## config.mk

```make
export PLATFORM = sky130hd
export DESIGN_NAME = crcrx_engine
export DESIGN_NICKNAME = d
export VERILOG_FILES = /design/src/hw/rtl/crcrx_pkg.sv /design/src/hw/rtl/crcrx_engine.sv
export SDC_FILE = /design/constraint.sdc
export NUM_CORES = 1
export LEC_CHECK = 0
export BUFFER_PORTS_ARGS = -buffer_cell sky130_fd_sc_hd__buf_2
export CAP_MARGIN = 20
export CELL_PAD_IN_SITES_DETAIL_PLACEMENT = 0
export CELL_PAD_IN_SITES_GLOBAL_PLACEMENT = 1
export CORE_UTILIZATION = 45
export CTS_CLUSTER_DIAMETER = 80
export DETAILED_ROUTE_END_ITERATION = 10
export PLACE_DENSITY = 0.84
export SLEW_MARGIN = 25
export SYNTH_ARGS = -nofsm -noshare
export SYNTH_HDL_FRONTEND = slang
export SYNTH_SLANG_ARGS = --single-unit
```

## constraint.sdc

```tcl
create_clock -name clock -period 6.3 [get_ports clock]
set_input_delay 0.63 -clock clock [delete_from_list [all_inputs] [get_ports clock]]
set_output_delay 0.63 -clock clock [all_outputs]
set_load 0.02 [all_outputs]
```

## src/hw/rtl/crcrx_pkg.sv

```systemverilog
// Shared types, codes and the CRC-8 step for the COBS receive packet checker.
// Used by the front classifier, the item queue, the decode engine and the top level.
package crcrx_pkg;

   // CRC-8 generator polynomial x^8 + x^2 + x + 1, no reflection, initial value zero.
   localparam logic [7:0] CRC_POLY      = 8'h07;
   // A group code of 0xFF carries 254 data bytes and no implied zero.
   localparam logic [7:0] FULL_GROUP    = 8'hFF;
   // Packet id, command id and CRC byte: the shortest frame that is well formed.
   localparam int         MIN_FRAME     = 3;

   localparam int         QUEUE_DEPTH   = 4;
   localparam int         QUEUE_PTR_W   = 2;

   localparam int         FREE_W        = 13;
   localparam int         LEN_W         = 9;

   // Kinds of result transaction.
   localparam logic [1:0] KIND_PAYLOAD  = 2'd0;
   localparam logic [1:0] KIND_VERDICT  = 2'd1;
   localparam logic [1:0] KIND_ACK      = 2'd2;

   // Frame verdicts.
   localparam logic [2:0] STAT_ACCEPTED  = 3'd0;
   localparam logic [2:0] STAT_CRC_ERROR = 3'd1;
   localparam logic [2:0] STAT_LOST      = 3'd2;
   localparam logic [2:0] STAT_FULL      = 3'd3;
   localparam logic [2:0] STAT_MALFORMED = 3'd4;

   // Acknowledge report codes.
   localparam logic [1:0] ACK_OK         = 2'd0;
   localparam logic [1:0] RPT_CRC_ERR    = 2'd1;
   localparam logic [1:0] RPT_SEQ_GAP    = 2'd2;
   localparam logic [1:0] RPT_NO_ROOM    = 2'd3;

   typedef enum logic [1:0] {
      OP_BYTE,
      OP_DELIM,
      OP_ACK_TAKE
   } op_type;

   typedef struct packed {
      op_type             op;
      logic [7:0]         rx_byte;
      logic [FREE_W-1:0]  free_bytes;
   } queue_item_type;

   // Result payload, packed from the lowest bit up in the order of the bus.
   typedef struct packed {
      logic [1:0]         ack_status;
      logic [7:0]         ack_packet;
      logic               ack_valid;
      logic [LEN_W-1:0]   frame_length;
      logic [7:0]         command_id;
      logic [7:0]         packet_id;
      logic [2:0]         frame_status;
      logic [7:0]         data_byte;
   } rsp_item_type;

   function automatic logic [7:0] crc8_update(input logic [7:0] crc, input logic [7:0] d);
      logic [7:0] r;
      r = crc ^ d;
      for (int i = 0; i < 8; i++) begin
         r = r[7] ? ({r[6:0], 1'b0} ^ CRC_POLY) : {r[6:0], 1'b0};
      end
      return r;
   endfunction

endpackage

```

## src/hw/rtl/crcrx_engine.sv

```systemverilog
// Decode engine: COBS decoding, CRC-8 check, sequence and acknowledge tracking,
// and the registered result stage. Depends on crcrx_pkg.
module crcrx_engine #(
   parameter int FRAME_MAX_BYTES = 256,
   parameter int STORE_ALIGN     = 4
) (
   input  logic                      clock,
   input  logic                      reset,
   input  logic                      csr_wr_en,
   input  logic [7:0]                csr_wr_data,
   input  logic                      item_valid,
   input  crcrx_pkg::queue_item_type item,
   output logic                      item_pop,
   output logic                      rsp_valid,
   input  logic                      rsp_ready,
   output logic [1:0]                rsp_kind,
   output crcrx_pkg::rsp_item_type   rsp_item
);
   import crcrx_pkg::*;

   localparam int CNT_W = $clog2(FRAME_MAX_BYTES + 1);
   localparam int CMP_W = ((CNT_W > FREE_W) ? CNT_W : FREE_W) + 4;

   logic              bypass_wr;
   logic [7:0]        bypass_cmd_ff;

   logic              first_ff, first_in;
   logic [7:0]        last_id_ff, last_id_in;
   logic              ack_pend_ff, ack_pend_in;
   logic [7:0]        ack_pkt_ff, ack_pkt_in;
   logic [1:0]        ack_stat_ff, ack_stat_in;
   logic [7:0]        left_ff, left_in;
   logic              below_ff, below_in;
   logic              zero_pend_ff, zero_pend_in;
   logic [7:0]        crc_ff, crc_in;
   logic [7:0]        held_ff, held_in;
   logic [CNT_W-1:0]  cnt_ff, cnt_in;
   logic [7:0]        pid_ff, pid_in;
   logic [7:0]        cmd_ff, cmd_in;
   logic              bad_ff, bad_in;

   logic              out_valid_ff, out_valid_in;
   logic [1:0]        out_kind_ff, out_kind_in;
   rsp_item_type      out_item_ff, out_item_in;

   logic              res_valid;
   logic              take_en;
   logic [7:0]        take_d;
   logic [7:0]        crc_next;
   logic [7:0]        last_eff;
   logic [CMP_W-1:0]  need_bytes;
   logic              fits;
   logic [CNT_W+LEN_W-1:0] cnt_ext;

   assign item_pop  = item_valid && (!out_valid_ff || rsp_ready);
   assign rsp_valid = out_valid_ff;
   assign rsp_kind  = out_kind_ff;
   assign rsp_item  = out_item_ff;

   assign last_eff   = first_ff ? pid_ff - 8'd1 : last_id_ff;
   assign need_bytes = CMP_W'(cnt_ff) + CMP_W'(STORE_ALIGN);
   assign fits       = CMP_W'(item.free_bytes) > need_bytes;
   assign cnt_ext    = (CNT_W + LEN_W)'(cnt_ff);

   always_comb begin
      first_in     = first_ff;
      last_id_in   = last_id_ff;
      ack_pend_in  = ack_pend_ff;
      ack_pkt_in   = ack_pkt_ff;
      ack_stat_in  = ack_stat_ff;
      left_in      = left_ff;
      below_in     = below_ff;
      zero_pend_in = zero_pend_ff;
      crc_in       = crc_ff;
      held_in      = held_ff;
      cnt_in       = cnt_ff;
      pid_in       = pid_ff;
      cmd_in       = cmd_ff;
      bad_in       = bad_ff;
      res_valid    = 1'b0;
      out_kind_in  = KIND_PAYLOAD;
      out_item_in  = '0;
      take_en      = 1'b0;
      take_d       = item.rx_byte;
      crc_next     = 8'h00;

      if (item_pop) begin
         case (item.op)
            OP_ACK_TAKE: begin
               res_valid              = 1'b1;
               out_kind_in            = KIND_ACK;
               out_item_in.ack_valid  = ack_pend_ff;
               out_item_in.ack_packet = ack_pkt_ff;
               out_item_in.ack_status = ack_stat_ff;
               ack_pend_in            = 1'b0;
               ack_pkt_in             = 8'h00;
               ack_stat_in            = ACK_OK;
            end
            OP_DELIM: begin
               res_valid                = 1'b1;
               out_kind_in              = KIND_VERDICT;
               out_item_in.packet_id    = pid_ff;
               out_item_in.command_id   = cmd_ff;
               out_item_in.frame_length = cnt_ext[LEN_W-1:0];
               if (bad_ff || left_ff != 8'h00 || cnt_ff < CNT_W'(MIN_FRAME)) begin
                  out_item_in.frame_status = STAT_MALFORMED;
               end else if (crc_ff != held_ff) begin
                  out_item_in.frame_status = STAT_CRC_ERROR;
               end else begin
                  first_in   = 1'b0;
                  last_id_in = last_eff;
                  if (cmd_ff == bypass_cmd_ff) begin
                     out_item_in.frame_status = STAT_ACCEPTED;
                  end else if (pid_ff != last_eff + 8'd1) begin
                     out_item_in.frame_status = STAT_LOST;
                     if (!ack_pend_ff || ack_stat_ff == ACK_OK) begin
                        ack_pkt_in  = last_eff + 8'd1;
                        ack_stat_in = RPT_SEQ_GAP;
                        ack_pend_in = 1'b1;
                     end
                  end else if (!fits) begin
                     out_item_in.frame_status = STAT_FULL;
                     if (!ack_pend_ff || ack_stat_ff == ACK_OK) begin
                        ack_pkt_in  = last_eff + 8'd1;
                        ack_stat_in = RPT_NO_ROOM;
                        ack_pend_in = 1'b1;
                     end
                  end else begin
                     out_item_in.frame_status = STAT_ACCEPTED;
                     if (!ack_pend_ff || ack_stat_ff == ACK_OK) begin
                        ack_pkt_in  = pid_ff;
                        ack_pend_in = 1'b1;
                     end
                     last_id_in = pid_ff;
                  end
               end
               left_in      = 8'h00;
               below_in     = 1'b0;
               zero_pend_in = 1'b0;
               crc_in       = 8'h00;
               held_in      = 8'h00;
               cnt_in       = '0;
               pid_in       = 8'h00;
               cmd_in       = 8'h00;
               bad_in       = 1'b0;
            end
            OP_BYTE: begin
               if (left_ff == 8'h00) begin
                  // A new group code: release the implied zero of the group before.
                  take_en      = zero_pend_ff;
                  take_d       = 8'h00;
                  zero_pend_in = (item.rx_byte == 8'h01);
                  left_in      = item.rx_byte - 8'd1;
                  below_in     = (item.rx_byte != FULL_GROUP);
               end else begin
                  take_en = 1'b1;
                  left_in = left_ff - 8'd1;
                  if (left_ff == 8'h01 && below_ff) begin
                     zero_pend_in = 1'b1;
                  end
               end

               // Header bytes feed the CRC directly; later bytes pass through the hold
               // register, so the CRC byte itself is never folded in.
               crc_next = crc8_update(crc_ff, (cnt_ff < CNT_W'(2)) ? take_d : held_ff);
               if (take_en && !bad_ff) begin
                  if (cnt_ff >= CNT_W'(FRAME_MAX_BYTES)) begin
                     bad_in = 1'b1;
                  end else begin
                     cnt_in = cnt_ff + 1'b1;
                     if (cnt_ff == CNT_W'(0)) begin
                        pid_in = take_d;
                        crc_in = crc_next;
                     end else if (cnt_ff == CNT_W'(1)) begin
                        cmd_in = take_d;
                        crc_in = crc_next;
                     end else if (cnt_ff == CNT_W'(2)) begin
                        held_in = take_d;
                     end else begin
                        res_valid             = 1'b1;
                        out_kind_in           = KIND_PAYLOAD;
                        out_item_in.data_byte = held_ff;
                        crc_in                = crc_next;
                        held_in               = take_d;
                     end
                  end
               end
            end
            default: begin
            end
         endcase
      end

      if (res_valid) begin
         out_valid_in = 1'b1;
      end else if (rsp_ready) begin
         out_valid_in = 1'b0;
      end else begin
         out_valid_in = out_valid_ff;
      end
   end

   assign bypass_wr = csr_wr_en;

   always_ff @(posedge clock) begin
      if (reset) begin
         bypass_cmd_ff   <= 8'h00;
         first_ff        <= 1'b1;
         last_id_ff      <= 8'h00;
         ack_pend_ff     <= 1'b0;
         ack_pkt_ff      <= 8'h00;
         ack_stat_ff     <= ACK_OK;
         left_ff         <= 8'h00;
         below_ff        <= 1'b0;
         zero_pend_ff    <= 1'b0;
         crc_ff          <= 8'h00;
         held_ff         <= 8'h00;
         cnt_ff          <= '0;
         pid_ff          <= 8'h00;
         cmd_ff          <= 8'h00;
         bad_ff          <= 1'b0;
         out_valid_ff    <= 1'b0;
      end else begin
         if (bypass_wr) begin
            bypass_cmd_ff <= csr_wr_data;
         end
         first_ff     <= first_in;
         last_id_ff   <= last_id_in;
         ack_pend_ff  <= ack_pend_in;
         ack_pkt_ff   <= ack_pkt_in;
         ack_stat_ff  <= ack_stat_in;
         left_ff      <= left_in;
         below_ff     <= below_in;
         zero_pend_ff <= zero_pend_in;
         crc_ff       <= crc_in;
         held_ff      <= held_in;
         cnt_ff       <= cnt_in;
         pid_ff       <= pid_in;
         cmd_ff       <= cmd_in;
         bad_ff       <= bad_in;
         out_valid_ff <= out_valid_in;
      end
   end

   always_ff @(posedge clock) begin
      if (res_valid) begin
         out_kind_ff <= out_kind_in;
         out_item_ff <= out_item_in;
      end
   end

endmodule

```

* Yosys cells after proc, flatten, opt, wreduce, memory -nomap -nowiden
Index checks and enable logic that the tools add are counted.
Operators by class: add/subtract/negate cells 6, order comparisons 4, eq/ne operators 26, mux-type cells 88, bitwise operators 15, reduce and logical (&&, ||, !) cells 37
Operators with widths (count):
- two-way mux 8 bit | 32
- one-hot mux 8 bit (2 select lines) | 6
- two-way mux 3 bit | 9
- != test 2 bit, second input constant | 12
- NOT 3 bit | 8
- AND reduction 6 bit | 4
- subtractor 8 x 1 -> 8 bit, second input constant | 3
- two-way mux 2 bit | 11
- two-way mux 1 bit | 20
- less-than comparator 9 x 2 -> 1 bit, second input constant | 2
- two-way mux 9 bit | 2
- one-hot mux 9 bit (2 select lines) | 1
- equality test 8 x 1 -> 1 bit, second input constant | 2
- != test 8 bit | 2
- greater-than comparator 13 x 10 -> 1 bit | 1
- AND reduction 4 bit | 3
- adder 9 x 3 -> 10 bit, second input constant | 1
- one-hot mux 1 bit (2 select lines) | 5
- AND reduction 5 bit | 2
- adder 9 x 1 -> 9 bit, second input constant | 1
- equality test 9 x 1 -> 1 bit, second input constant | 1
- equality test 9 x 2 -> 1 bit, second input constant | 1
- >= comparator 9 bit, second input constant | 1
- logical NOT 9 bit | 1
- other kinds (24) | 45
Word-level totals: flip-flop bits (word level) 130, input port bits 36, logic and storage cells 203

* Longest topological paths before layout
depth in word-level cells 28, depth in mapped cells 16, gate-level depth less buffers 14

* Worst setup path before layout
OpenSTA, ideal clock, no wires.
kind input to register, from input item[21] (netlist name), to register out_item_ff (netlist bit rsp_item[0]) (enable), arrival time 5.049 ns, slack 0.732 ns, cell stages on the path 9, cells stage by stage inv_1 ha_1 clkbuf_1 inv_1 nor2_1 o21ai_0 nor2_1 a21oi_1 nor3_1
Between the ends: longest elaborated chain between the ends 4, elaborated cells between the ends (all ways) 6
RTL lines:
- start: declaration | line crcrx_engine.sv:12 | input crcrx_pkg::queue_item_type item,
- equality test 2 x 1 -> 1 bit / equality test 2 bit (equally long branches) | line crcrx_engine.sv:88 | case (item.op)
- OR reduction 2 bit (no source line)
- one-hot mux 1 bit (2 select lines) (*) | line crcrx_engine.sv:88
- two-way mux 1 bit (*) | line crcrx_engine.sv:87 | if (item_pop) begin
- end signal: assignment | line crcrx_engine.sv:248 | out_item_ff <= out_item_in;
- end: declaration | line crcrx_engine.sv:44 | rsp_item_type out_item_ff, out_item_in;
Mark *: on every way between the ends. The rest lies on a longest branch, timed or not. A chain may end at the register's enable or synchronous reset.

* Final worst setup path
from register pid_ff[0], to register last_id_ff[0]
Between the ends: longest elaborated chain between the ends 6, elaborated cells between the ends (all ways) 7
RTL lines:
- start: declaration | line crcrx_engine.sv:38 | logic [7:0] pid_ff, pid_in;
- start signal: assignment | line crcrx_engine.sv:238 | pid_ff <= pid_in;
- subtractor 8 x 1 -> 8 bit | line crcrx_engine.sv:60 | assign last_eff = first_ff ? pid_ff - 8'd1 : last_id_ff;
- two-way mux 8 bit | line crcrx_engine.sv:60
- adder 8 x 1 -> 8 bit | line crcrx_engine.sv:114 | end else if (pid_ff != last_eff + 8'd1) begin
- != test 8 bit | line crcrx_engine.sv:114
- two-way mux 8 bit | line crcrx_engine.sv:114
- two-way mux 8 bit (*) | line crcrx_engine.sv:112 | if (cmd_ff == bypass_cmd_ff) begin
- end signal: assignment | line crcrx_engine.sv:228 | last_id_ff <= last_id_in;
- end: declaration | line crcrx_engine.sv:28 | logic [7:0] last_id_ff, last_id_in;
Marks and branches as above.

==> impl_metrics.tcl <==
set metrics [dict create \
    status "finished, final reports clean" \
    start_util_pct 46.3 \
    avgSynthCellArea_um2 9.35 \
    grt-ovfl-total 0 \
    startpoint "pid_ff[0]" \
    drv_cap 0 \
    fillerInstances 1443 \
    die_w_um 128 \
    pwr-share-clk_pct 43.6 \
    syn_to_final_growth_pct 16.1 \
    crit_path_max_fanout 12 \
    synth_edf_count 49 \
    crit_path_start_kind "flip-flop" \
    critPathKind "flip-flop to flip-flop" \
    drc 0 \
    crit_arrival_ns 4.15 \
    placed_area_mm2 0.00762 \
    dp_hpwl_um 12600 \
    dieArea_mm2 0.0163 \
    port_buffers 86 \
    place_inst 1014 \
    dp_slack_ns 2.49 \
    cts_hold_buffers 0 \
    multiInputGateArea_mm2 0.00372 \
    grt_max_degree 64 \
    layout_common_cells "nor2_1 (108), buf_2 (86), dfxtp_1 (81)" \
    netSwitchingFraction_pct 27.5 \
    via_per_inst 5.51 \
    grtUsageTotal_pct 22.0 \
    drive_gt1_share_pct 16.3 \
    power-per-cell-area_mw_per_mm2 282 \
    seq_area_mm2 0.00309 \
    drt-pass1-iter-count 5 \
    worst_clock_skew_ns 0.00694 \
    fin_crit_sh_pct 61.1 \
    worst_ep_required_time_ns 6.61 \
    cts_buffers 17 \
    endpoint "last_id_ff[0]" \
    slew_violations 0 \
    power.share.combinational_pct 17.0 \
    synth_warnings 0 \
    cts_max_path_buffers 2 \
    r2r_end "last_id_ff[0]" \
    stdcell_count 1046 \
    rrSetupSlack_ns 2.45 \
    gp_congestion 0.906 \
    worstSkewPairLatency_ns 0.42 \
    drt-wirelength-per-cell_um 16.6 \
    slew_headroom_pct 41.5 \
    setup_viol 0 \
    syn_nets 823 \
    netSwitchingPower_w 0.000640 \
    ant_nets 0 \
    hold_class "flip-flop to flip-flop" \
    synthCells 759 \
    grt_pass1_wl_um 27900 \
    fin_nets 886 \
    worst_pin_slew_ns 0.875 \
    post_cts_buffers 0 \
    finalSetupTns_ns 0 \
    die_y_um 128 \
    cts_htree_levels 4 \
    reg2reg_depth 11 \
    clk_pin_slew_worst_paths_ns 0.06 \
    final_common_cell "nor2_1" \
    n_antenna_cell 0 \
    setup_slack_ns 2.45 \
    cts_tree "yes" \
    final_area_mm2 0.00824 \
    syn-cell-area_mm2 0.00710 \
    vdd_ir_drop_max_mv 0.185 \
    p_int_w 0.00168 \
    cts-resized-gates 0 \
    wl_um 17400 \
    yosys.cell_types.count 72 \
    antenna_found_initial 0 \
    rsz0062_at_grt "no" \
    r2r-start "pid_ff[0]" \
    root_buffer "clkbuf_16" \
    finalHoldViolCount 0 \
    cp-end-kind "flip-flop" \
    leakage_nw 3.38 \
    final_util_pct 53.8 \
    largest_reg_flops 47 \
    cts.sinks 130 \
    ys_ff_latch 130 \
    route.vias.total 5760 \
    rows 45 \
    drtIter0Drc 451 \
    finalCriticalPeriod_ns 3.85 \
    first_global_vias 5499 \
    core_mm2 0.0153 \
    p_seq_share_pct 39.4 \
    async_reset_ff_share_pct 0 \
    ys_seq_area_share_pct 43.6 \
    ys.flop_type "dfxtp_1" \
    fmax_mhz 260 \
    ios 87 \
]
==> area by class of cell <==
type	instances	area share, %
clock buffers	18	5.21
clock inverters	14	2.17
inverters	25	1.14
multi-input cells	559	45.2
flip-flops and latches	130	37.6
well taps	211	3.21
repair buffers	89	5.50
==> power by group through the flow <==
| stage | logic [W] | registers, W | clock network (W) |
|---|---|---|---|
| after floorplan | 0.000288 | 0.000950 | 0 |
| after global placement | 0.000382 | 0.000932 | 0 |
| after detailed placement | 0.000392 | 0.000933 | 0 |
| after CTS | 0.000394 | 0.000915 | 0.00103 |
| after global routing | 0.000433 | 0.000917 | 0.00107 |
| final | 0.000395 | 0.000915 | 0.00101 |
==> metrics by stage <==
step	total power [W]	hold slack [ns]
finish	0.00232	0.434
global route	0.00242	0.463
detailed placement	0.00132	0.430
floorplan	0.00124	0.407
CTS	0.00234	0.438
global placement	0.00131	0.429
==> synthesized netlist by cell type (all sizes together) (25+ instances only) <==
master | number | area share, %
ha | 28 | 4.9
clkbuf | 34 | 1.8
a21oi | 33 | 2.3
edfxtp | 49 | 21
dfxtp | 81 | 23
and2 | 27 | 2.4
nand2 | 50 | 2.6
o21ai | 27 | 2.0
mux2i | 42 | 5.9
inv | 25 | 1.3
and3 | 33 | 2.9
xnor2 | 47 | 5.8
nor2 | 108 | 5.7
==> routing by layer <==
| metal | vias to the layer above | wire length, um | track usage, % |
|---|---|---|---|
| li1 | 2792 | - | - |
| met1 | 2744 | 8140 | 29.0 |
| met2 | 207 | 8080 | 36.0 |
| met3 | 17 | 974 | 4.36 |
| met4 | 0 | 204 | 8.17 |
| met5 | - | 0 | 0 |
==> cell families after synthesis <==
logic type,after synthesis,synth area share (%)
AOI/OAI and AO/OA,117,10.8
xor gates and xnor gates,71,8.96
adders and majority gates,28,4.94
buffers and inverters,70,4.11
DFF,130,43.6
muxes,43,6.08
and+or+nand+nor,300,21.5
==> critical path: stages (launching register included) <==
cell	delay [ns]
dfxtp_1	0.53
inv_1	0.17
ha_1	0.32
xnor2_1	0.17
o32a_1	0.35
a211o_1	0.31
or3_4	0.43
o21ai_2	0.07
nand4_2	0.19
nor4b_4	0.70
mux2i_1	0.16
a311o_1	0.33
==> how the worst min path moves through the flow <==
stage | startpoint | end | cells after the start
after floorplan | ack_pkt_ff[6] | ack_pkt_ff[6] | 2
after global placement | ack_pkt_ff[6] | ack_pkt_ff[6] | 2
after detailed placement | ack_pkt_ff[6] | ack_pkt_ff[6] | 2
after CTS | ack_pkt_ff[6] | ack_pkt_ff[6] | 2
after global routing | ack_pkt_ff[6] | ack_pkt_ff[6] | 2
final | ack_pkt_ff[6] | ack_pkt_ff[6] | 2
No activity file was read; power rests on OpenSTA's default activity.
